<file path="src/design/qslerp_pkg.sv">
`default_nettype none

package qslerp_pkg;

    typedef struct packed {
        logic signed [15:0] first_x;
        logic signed [15:0] first_y;
        logic signed [15:0] first_z;
        logic signed [15:0] first_w;
        logic signed [15:0] second_x;
        logic signed [15:0] second_y;
        logic signed [15:0] second_z;
        logic signed [15:0] second_w;
        logic [14:0]        blend;
    } req_t;

    typedef struct packed {
        logic signed [15:0] out_x;
        logic signed [15:0] out_y;
        logic signed [15:0] out_z;
        logic signed [15:0] out_w;
    } rsp_t;

    typedef struct packed {
        req_t        item;
        logic        flip;
        logic        linear;
    } tag_t;

    typedef struct packed {
        tag_t        tag;
        logic [28:0] mag;
    } job_t;

    localparam int ATAN_ENTRIES = 24;
    localparam int SQRT_STEPS   = 29;
    localparam int DIV_STEPS    = 16;
    localparam int FIFO_DEPTH   = 4;
    localparam int FIFO_AW      = 2;

    localparam logic [14:0]        ONE_Q14      = 15'd16384;
    localparam logic [28:0]        ONE_Q28      = 29'h1000_0000;
    localparam logic signed [32:0] ONE_Q30      = 33'sd1073741824;
    localparam logic [14:0]        THRESH_RESET = 15'd16;

    localparam logic signed [32:0] ATAN_Q30 [ATAN_ENTRIES] = '{
        33'sd843314857, 33'sd497837829, 33'sd263043837, 33'sd133525159,
        33'sd67021687,  33'sd33543516,  33'sd16775851,  33'sd8388437,
        33'sd4194283,   33'sd2097149,   33'sd1048576,   33'sd524288,
        33'sd262144,    33'sd131072,    33'sd65536,     33'sd32768,
        33'sd16384,     33'sd8192,      33'sd4096,      33'sd2048,
        33'sd1024,      33'sd512,       33'sd256,       33'sd128
    };

endpackage

`default_nettype wire

</file>
<file path="src/design/qslerp_fifo.sv">
`default_nettype none

module qslerp_fifo
    import qslerp_pkg::*;
(
    input  wire logic clk,
    input  wire logic rst_n,
    input  wire logic push,
    input  wire job_t push_data,
    output logic      full,
    input  wire logic pop,
    output job_t      pop_data,
    output logic      empty
);

    job_t                 mem_reg [FIFO_DEPTH];
    logic [FIFO_AW-1:0]   wr_ptr_reg;
    logic [FIFO_AW-1:0]   rd_ptr_reg;
    logic [FIFO_AW:0]     count_reg;

    assign full     = (count_reg == (FIFO_AW+1)'(FIFO_DEPTH));
    assign empty    = (count_reg == '0);
    assign pop_data = mem_reg[rd_ptr_reg];

    always_ff @(posedge clk or negedge rst_n)
    begin
        if (!rst_n)
        begin
            wr_ptr_reg <= '0;
            rd_ptr_reg <= '0;
            count_reg  <= '0;
        end
        else
        begin
            if (push)
            begin
                wr_ptr_reg <= wr_ptr_reg + 1'b1;
            end
            if (pop)
            begin
                rd_ptr_reg <= rd_ptr_reg + 1'b1;
            end
            if (push && !pop)
            begin
                count_reg <= count_reg + 1'b1;
            end
            else if (pop && !push)
            begin
                count_reg <= count_reg - 1'b1;
            end
        end
    end

    always_ff @(posedge clk)
    begin
        if (push)
        begin
            mem_reg[wr_ptr_reg] <= push_data;
        end
    end

endmodule

`default_nettype wire

</file>
<file path="config.mk">
export PLATFORM = sky130hd
export DESIGN_NAME = qslerp_fifo
export DESIGN_NICKNAME = d
export VERILOG_FILES = /design/src/design/qslerp_pkg.sv /design/src/design/qslerp_fifo.sv
export SDC_FILE = /design/constraint.sdc
export NUM_CORES = 1
export LEC_CHECK = 0
export BUFFER_PORTS_ARGS = -buffer_cell sky130_fd_sc_hd__clkbuf_2
export CORE_ASPECT_RATIO = 0.6
export CORE_MARGIN = 2
export CORE_UTILIZATION = 55
export DETAILED_ROUTE_END_ITERATION = 16
export GPL_TIMING_DRIVEN = 0
export PLACE_DENSITY_LB_ADDON = 0.25
export SLEW_MARGIN = 0
export SYNTH_ARGS = -nofsm -noshare
export SYNTH_HDL_FRONTEND = slang
export SYNTH_SLANG_ARGS = --single-unit
</file>
<file path="constraint.sdc">
create_clock -name clk -period 6.4 [get_ports clk]
set_clock_uncertainty 0.15 [all_clocks]
set_input_delay 0.96 -clock clk [delete_from_list [all_inputs] [get_ports clk]]
set_output_delay 0.96 -clock clk [all_outputs]
set_load 0.01 [all_outputs]
</file>
==> flow_summary.yaml <==
status:
  status: "finished clean"
placed_design:
  port_buffers: 353
  hpwl_mm: 30.4
  placed_cell_area_mm2: 0.0284
  gp_congestion: 0.739
synth:
  synthArstFlopShare: 0.00996
  syn-cell-area_mm2: 0.0255
  synthFlopType: "edfxtp_1"
  yosysMostFrequentCell: "edfxtp_1"
  synth_edf_count: 696
  synth_commonest_cells: "edfxtp_1, mux4_2, buf_2"
  synth_warnings: 0
  syn_inst: 943
  synth_seq_cells: 703
  avgSynthCellArea_um2: 27.1
  synthesis.nets: 1127
  synth.distinct_cells: 20
  synth_top_area_frac: 0.819
  seq_area_frac_synth: 0.826
  synth.top_cells.by_area: "edfxtp_1, mux4_2, buf_6, dfrtp_1, buf_2"
  synth_top_area_cell: "edfxtp_1"
critical_path:
  cp.arrival_ns: 2.58
  crit_path_end_kind: "output pin"
  cp_slowest_cell: "clkbuf_1"
  path_cells: "clkbuf_1, buf_2, mux4_2, clkbuf_2"
  r2r_end: "mem_reg[2][89]"
  cpPeakStageDelay_ns: 0.63
  r2r_setup_slack_ns: 3.98
  cp_top_family: "buffers and inverters"
  timing.rr.start: "wr_ptr_reg[0]"
  critPathMaxFanout: 10
  path_class: "flip-flop to output pin"
  critPathBufInv: 3
  worstSetupStartpointType: "flip-flop"
  reg2reg_depth: 5
  cp.required_ns: 5.29
  crit_start: "rd_ptr_reg[1]"
global_routing:
  use_met2: 0.327
  grt_start_max_net_pins: 59
  grt_pass1_wl_mm: 71.0
  grt_pass1_vias: 11700
  gr-usage-met3: 0.0466
  globalRouteOverflowTotal: 0
  grt_util_all_layers: 0.198
  grtUsageMet1: 0.276
  antenna_found_initial: 3
  grt.busiest_layer: "met2"
route:
  drc: 0
  via_count: 11300
  firstDrtPassIters: 5
  drt_wl_total_mm: 47.9
  vias_per_cell: 5.51
  ant_nets: 0
  drtIter0Drc: 820
  routedWlPerCell_um: 23.4
clock_tree:
  postCtsHoldBufs: 0
  clockBufferDepth: 3
  insertion_delay_ns: 0.59
  cts-resized-gates: 0
  htreeDepth: 2
  cts_tree: "built"
  cts_made_buffers: 60
  cts_root_buf: "clkbuf_16"
  post_cts_buffers: 0
  cts_sinks: 703
  clk_pin_slew_ns: 0.06
floorplan:
  start_util: 0.554
  die_area_mm2: 0.0482
  die_w_um: 282
  io-pin-count: 354
  rows: 61
  fp.dieH_um: 171
  core-area_mm2: 0.0460
cells_and_area:
  drive_gt1_frac: 0.465
  design_area_mm2: 0.0302
  area_growth_pct: 18.4
  nets: 1554
  largest_reg_flops: 696
  final_util: 0.656
sta:
  hold_viol: 0
  rsz0062_at_grt: "no"
  finalWorstPathRequiredPeriod_ns: 3.69
  tightest_slew_ns: 0.819
  final.period_utilization: 0.577
  max_slew_margin: 0.454
  final-setup-viol-count: 0
  fmax_mhz: 271
  slew_violations: 0
flow_run:
  max-cap-violations: 0
pwr:
  vdd_ir_drop_max_v: 0.000298
  p_leak_uw: 0.0104
  p_per_area_mw_per_mm2: 456
min_path:
  min_path_type: "primary input to async pin"
[how the worst max path moves through the flow]
stage | slack (ns) | to | depth (start not counted)
2_1_floorplan | 0.78 | mem_reg[1][0] | 1
3_3_place_gp | -2.47 | mem_reg[0][47] | 2
3_5_place_dp | 3.19 | pop_data[39] | 4
4_1_cts | 2.53 | pop_data[36] | 4
5_1_grt | 2.53 | pop_data[33] | 4
6_report | 2.71 | pop_data[36] | 4
[cells by family (layout without fill, tap and decap cells)]
logic type	count (synthesis)	count (layout)	synth area share
fa+ha+maj	6	6	0.00324
compound gates	1	1	0.000196
xor+xnor	6	6	0.00206
buf+inv	43	517	0.0124
simple gates	9	9	0.00191
mux	175	175	0.154
other cells	0	2	0
flops	703	703	0.826
[layer usage]
metal | up-vias | wire, µm
li1 | 4978 | -
met1 | 5945 | 19900
met2 | 298 | 24200
met3 | 69 | 3100
met4 | 4 | 674
met5 | - | 27
[stage by stage]
step | setup TNS (ns) | cells | setup WS [ns] | hold WS (ns) | power, µW
floorplan | 0 | 943 | 0.777 | 0.306 | 9030
global placement | -1689.21 | 1926 | -2.47 | 0.322 | 10700
detailed placement | 0 | 1938 | 3.19 | 0.364 | 10600
CTS | 0 | 2047 | 2.53 | 0.0176 | 14000
global route | 0 | 2047 | 2.53 | 0.0216 | 14400
finish | 0 | 2049 | 2.71 | 0.0449 | 13800
[power breakdown]
group | leakage, µW | switching, µW | total, µW | internal, µW
registers | 0.00647 | 177 | 6180 | 6010
logic | 0.00301 | 2300 | 4220 | 1910
clock network | 0.000886 | 1520 | 3370 | 1850
total | 0.0104 | 4000 | 13800 | 9770
[cell type report]
class | count | area [µm²]
multi-input combinational | 197 | 4130
sequential | 703 | 21100
buffer | 39 | 300
fill | 3038 | 15800
clock buffer | 87 | 1670
timing repair buffer | 365 | 2080
clock inverter | 22 | 145
tap | 630 | 788
inverter | 4 | 15.0
antenna | 2 | 5.00
[placed cells by master, fill, tap and decap left out, types with 5 or more instances in the layout]
master and instances:
clkbuf_2 353, mux4_2 174, dfrtp_1 7, clkbuf_16 61, clkbuf_1 22, clkbuf_8 5, ha_1 5, buf_16 10
clkinv_2 6, buf_2 18, clkinv_1 9, buf_6 17, edfxtp_1 696
(Power assumes the default switching activity.)
