File: config.mk
export PLATFORM = sky130hd
export DESIGN_NAME = qslerp_front
export DESIGN_NICKNAME = d
export VERILOG_FILES = /design/src/design/qslerp_pkg.sv /design/src/design/qslerp_front.sv
export SDC_FILE = /design/constraint.sdc
export NUM_CORES = 2
export LEC_CHECK = 0
export BUFFER_PORTS_ARGS = -buffer_cell sky130_fd_sc_hd__buf_2
export CAP_MARGIN = 20
export CORE_MARGIN = 2
export CORE_UTILIZATION = 60
export DETAILED_ROUTE_END_ITERATION = 16
export PLACE_DENSITY = 0.87
export SLEW_MARGIN = 0
export SYNTH_ARGS = -nofsm -noshare
export SYNTH_HDL_FRONTEND = slang
export SYNTH_SLANG_ARGS = --single-unit
export TNS_END_PERCENT = 5
File: constraint.sdc
create_clock -name clk -period 24.3 [get_ports clk]
set_clock_uncertainty 0.2 [all_clocks]
set_input_delay 0 -clock clk [delete_from_list [all_inputs] [get_ports clk]]
set_output_delay 0 -clock clk [all_outputs]
set_load 0.05 [all_outputs]
File: src/design/qslerp_pkg.sv
`default_nettype none

package qslerp_pkg;

    typedef struct packed {
        logic signed [15:0] first_x;
        logic signed [15:0] first_y;
        logic signed [15:0] first_z;
        logic signed [15:0] first_w;
        logic signed [15:0] second_x;
        logic signed [15:0] second_y;
        logic signed [15:0] second_z;
        logic signed [15:0] second_w;
        logic [14:0]        blend;
    } req_t;

    typedef struct packed {
        logic signed [15:0] out_x;
        logic signed [15:0] out_y;
        logic signed [15:0] out_z;
        logic signed [15:0] out_w;
    } rsp_t;

    typedef struct packed {
        req_t        item;
        logic        flip;
        logic        linear;
    } tag_t;

    typedef struct packed {
        tag_t        tag;
        logic [28:0] mag;
    } job_t;

    localparam int ATAN_ENTRIES = 24;
    localparam int SQRT_STEPS   = 29;
    localparam int DIV_STEPS    = 16;
    localparam int FIFO_DEPTH   = 4;
    localparam int FIFO_AW      = 2;

    localparam logic [14:0]        ONE_Q14      = 15'd16384;
    localparam logic [28:0]        ONE_Q28      = 29'h1000_0000;
    localparam logic signed [32:0] ONE_Q30      = 33'sd1073741824;
    localparam logic [14:0]        THRESH_RESET = 15'd16;

    localparam logic signed [32:0] ATAN_Q30 [ATAN_ENTRIES] = '{
        33'sd843314857, 33'sd497837829, 33'sd263043837, 33'sd133525159,
        33'sd67021687,  33'sd33543516,  33'sd16775851,  33'sd8388437,
        33'sd4194283,   33'sd2097149,   33'sd1048576,   33'sd524288,
        33'sd262144,    33'sd131072,    33'sd65536,     33'sd32768,
        33'sd16384,     33'sd8192,      33'sd4096,      33'sd2048,
        33'sd1024,      33'sd512,       33'sd256,       33'sd128
    };

endpackage

`default_nettype wire

File: src/design/qslerp_front.sv
`default_nettype none

module qslerp_front
    import qslerp_pkg::*;
(
    input  wire logic        clk,
    input  wire logic        rst_n,
    input  wire logic        req_valid,
    output logic             req_stall,
    input  wire req_t        req_data,
    input  wire logic [14:0] near_threshold,
    input  wire logic        full,
    output logic             push,
    output job_t             job
);

    logic                a_vld_reg;
    req_t                a_item_reg;
    logic signed [31:0]  a_prod_reg [4];
    logic                b_vld_reg;
    job_t                b_job_reg;

    logic                adv;
    req_t                item_next;
    logic signed [15:0]  qa [4];
    logic signed [15:0]  qb [4];
    logic signed [33:0]  dot;
    logic [33:0]         mag;
    logic [28:0]         c_next;
    logic [28:0]         gap;
    job_t                job_next;

    assign adv       = !(b_vld_reg && full);
    assign req_stall = !adv;
    assign push      = b_vld_reg && !full;
    assign job       = b_job_reg;

    assign qa[0] = req_data.first_x;
    assign qa[1] = req_data.first_y;
    assign qa[2] = req_data.first_z;
    assign qa[3] = req_data.first_w;
    assign qb[0] = req_data.second_x;
    assign qb[1] = req_data.second_y;
    assign qb[2] = req_data.second_z;
    assign qb[3] = req_data.second_w;

    always_comb
    begin
        item_next       = req_data;
        item_next.blend = (req_data.blend > ONE_Q14) ? ONE_Q14 : req_data.blend;
    end

    always_comb
    begin
        dot = 34'(a_prod_reg[0]) + 34'(a_prod_reg[1])
            + 34'(a_prod_reg[2]) + 34'(a_prod_reg[3]);
        mag = dot[33] ? 34'(-dot) : 34'(dot);
        c_next = (mag > {5'd0, ONE_Q28}) ? ONE_Q28 : mag[28:0];
        gap = ONE_Q28 - c_next;
        job_next.tag.item   = a_item_reg;
        job_next.tag.flip   = dot[33];
        job_next.tag.linear = gap < {near_threshold, 14'd0};
        job_next.mag        = c_next;
    end

    always_ff @(posedge clk or negedge rst_n)
    begin
        if (!rst_n)
        begin
            a_vld_reg <= 1'b0;
            b_vld_reg <= 1'b0;
        end
        else if (adv)
        begin
            a_vld_reg <= req_valid;
            b_vld_reg <= a_vld_reg;
        end
    end

    always_ff @(posedge clk)
    begin
        if (adv)
        begin
            a_item_reg <= item_next;
            for (int i = 0; i < 4; i++)
            begin
                a_prod_reg[i] <= qa[i] * qb[i];
            end
            b_job_reg <= job_next;
        end
    end

endmodule

`default_nettype wire

==> flow_summary.toml <==
[drt]
wl_per_cell_um = 20.2
routed_wl_mm = 149
drtAntennaViolNets = 0
drc = 0
first_pass_iters = 6
drt_iter0_markers = 3447
vias = 41600
via_per_inst = 5.66

[global_routing]
grt_use_total_pct = 31.1
grt_pass1_vias = 46200
antenna_found_initial = 6
grt_max_degree = 76
grt_pass1_wl_mm = 240
overflow = 0

[logic_synthesis]
synth_area_um2 = 58400
ys_async_sr_fraction_pct = 0.447
yosysTopAreaCellShare_pct = 38.1
yosysSeqAreaShare_pct = 23.0
synth_largest_area_cell = "fa_1"
synth_ff_type = "edfxtp_1"
synth_edf_count = 445
yosysWarnings = 0
synthCells = 5619
avgSynthCellArea_um2 = 10.4
synthTopCellsByArea = "fa_1 (38%), edfxtp_1 (23%), inv_1 (8.5%), ha_1 (8.1%), and2_1 (4.7%)"
synthTopCellsByCount = "inv_1 (1322), fa_1 (1113), nand2_1 (632)"
ys_ff_latch = 447
yosysMostFrequentCell = "inv_1"
ys_types = 77
synth_fp_nets = 7270

[critical_path]
critPathSlowestCell = "a2111oi_1"
arrival_ns = 9.71
critPathKind = "flop to flop"
crit_path_end_kind = "flop"
required_ns = 24.64
reg2reg_depth = 31
r2r_end = "job[29]"
worst_setup_path_start_kind = "flop"
max_stage_delay_ns = 0.82
reg2reg_slack_ns = 14.93
cp_max_fo = 41
critPathLaunch = "a_prod_reg[1][1]"
critical_path.endpoint = "job[29]"
rr_startpoint = "a_prod_reg[1][1]"

[cells_and_area]
register_area_um2 = 13400
drive_gt1_share_pct = 7.52
nNetsFinal = 7675
largest_register_ffs = 174
fin_util_pct = 66.9
multiInputGateArea_um2 = 39400
area_growth_pct = 10.5
nFillCells = 6848

[clock_network]
cts-buffers-inserted = 51
clockRootBuffer = "clkbuf_16"
cts.repair.resized = 0
htreeDepth = 2
cts_tree = "done"
cts_setup_buffers = 0
cts.clk_slew.worst_paths_ns = 0.08
cts_buffer_depth = 3
clk_latency_ns = 0.65
cts_num_sinks = 447
hold_buffers = 173

[timing]
post-route-period-util_pct = 38.6
fin_hold_ws_ns = 0.0308
setup_violations = 0
rsz0062_at_grt = "no"
fmax_ghz = 0.107
final.min_clock_period_ns = 9.37
hold_viol = 0
tns_ns = 0
worst_pin_slew_ns = 0.987
timing.slew.headroom_pct = 34.2
final_max_slew_viol_count = 0

[floorplan]
core_um2 = 96600
chipWidth_um = 316
floorplan.initialDensity_pct = 60.5
dieArea_um2 = 99900
rows = 114
dieHeight_um = 316
io-pin-count = 338

[outcome]
status = "complete, no violations"

[place]
dp_hpwl_mm = 110
gp_congestion = 0.938
port_buffers = 337

[run]
maxCapViolations = 0

[worst_hold_path]
min_path_type = "input port to flop"
worst min path at each step:
stage,startpoint,endpoint,cells past startpoint
4_1_cts,full,a_prod_reg[0][2],2
2_1_floorplan,rst_n,a_vld_reg,0
3_5_place_dp,rst_n,b_vld_reg,1
3_3_place_gp,rst_n,b_vld_reg,1
6_report,full,a_prod_reg[2][4],2
5_1_grt,full,a_prod_reg[2][4],2
final cells by class:
class | instances | share of cell area (%)
clock buffer | 58 | 2.05
inverter | 1323 | 7.69
multi-input combinational | 3684 | 61.0
tap | 1276 | 2.47
clock inverter | 37 | 0.593
antenna | 5 | 0.0194
timing repair buffer | 517 | 5.37
sequential | 447 | 20.8
critical path, delay by kind of cell (launching register included):
kind,cells,cell delay (ns)
adder cells (fa/ha/maj),5,2.02
XOR/XNOR,1,0.27
buffers and inverters,4,0.71
AO/OA/AOI/OAI,9,3.29
flip-flops,1,0.32
AND/OR/NAND/NOR,12,2.44
cell families (layout without fill, tap and decap cells):
| group | count (synthesis) | after routing | share of synthesized area, % |
|---|---|---|---|
| other | 0 | 5 | 0 |
| AO/OA/AOI/OAI | 433 | 433 | 4.87 |
| XOR/XNOR | 199 | 199 | 2.98 |
| AND/OR/NAND/NOR | 1553 | 1553 | 13.2 |
| buffers and inverters | 1488 | 1935 | 9.60 |
| adder cells (fa/ha/maj) | 1489 | 1489 | 46.2 |
| multiplexers | 10 | 10 | 0.180 |
| flip-flops | 447 | 447 | 23.0 |
cells in the final DEF, fill, tap and decap left out, types with 47 or more instances in the layout:
master / netlist / final
inv_1: 1322 / 1322
fa_1: 1113 / 1113
nand2_1: 632 / 631
edfxtp_1: 445 / 445
and2_1: 442 / 442
ha_1: 376 / 376
buf_2: 3 / 337
dlygate4sd3_1: 0 / 173
nor2_1: 163 / 163
xnor2_1: 152 / 152
a21oi_1: 116 / 116
o21ai_0: 81 / 81
nand2b_1: 80 / 80
clkbuf_16: 0 / 52
a21o_1: 48 / 48
nand3_1: 47 / 47
xor2_1: 47 / 47
metrics by stage:
| stage | area [um^2] | instances | worst slack [ns] |
|---|---|---|---|
| global route | 64600 | 7343 | 14.27 |
| detailed placement | 61100 | 7074 | 15.57 |
| floorplan | 58400 | 5619 | 11.25 |
| finish | 64600 | 7347 | 14.93 |
| CTS | 64600 | 7342 | 15.04 |
| global placement | 61100 | 7074 | 15.94 |
per-layer routing:
| metal | part of all wire (%) | wire, um | vias up | global-route usage (%) |
|---|---|---|---|---|
| met2 | 50 | 74400 | 2082 | 52.8 |
| li1 | - | - | 18000 | - |
| met1 | 36 | 53200 | 20800 | 38.1 |
| met4 | 6.1 | 9040 | 4 | 16.6 |
| met3 | 8.0 | 11900 | 653 | 5.57 |
| met5 | 0.015 | 22 | - | 0 |
Power is not shown: default switching activity piles up to over one toggle a cycle in this logic, so the estimate is an artifact.
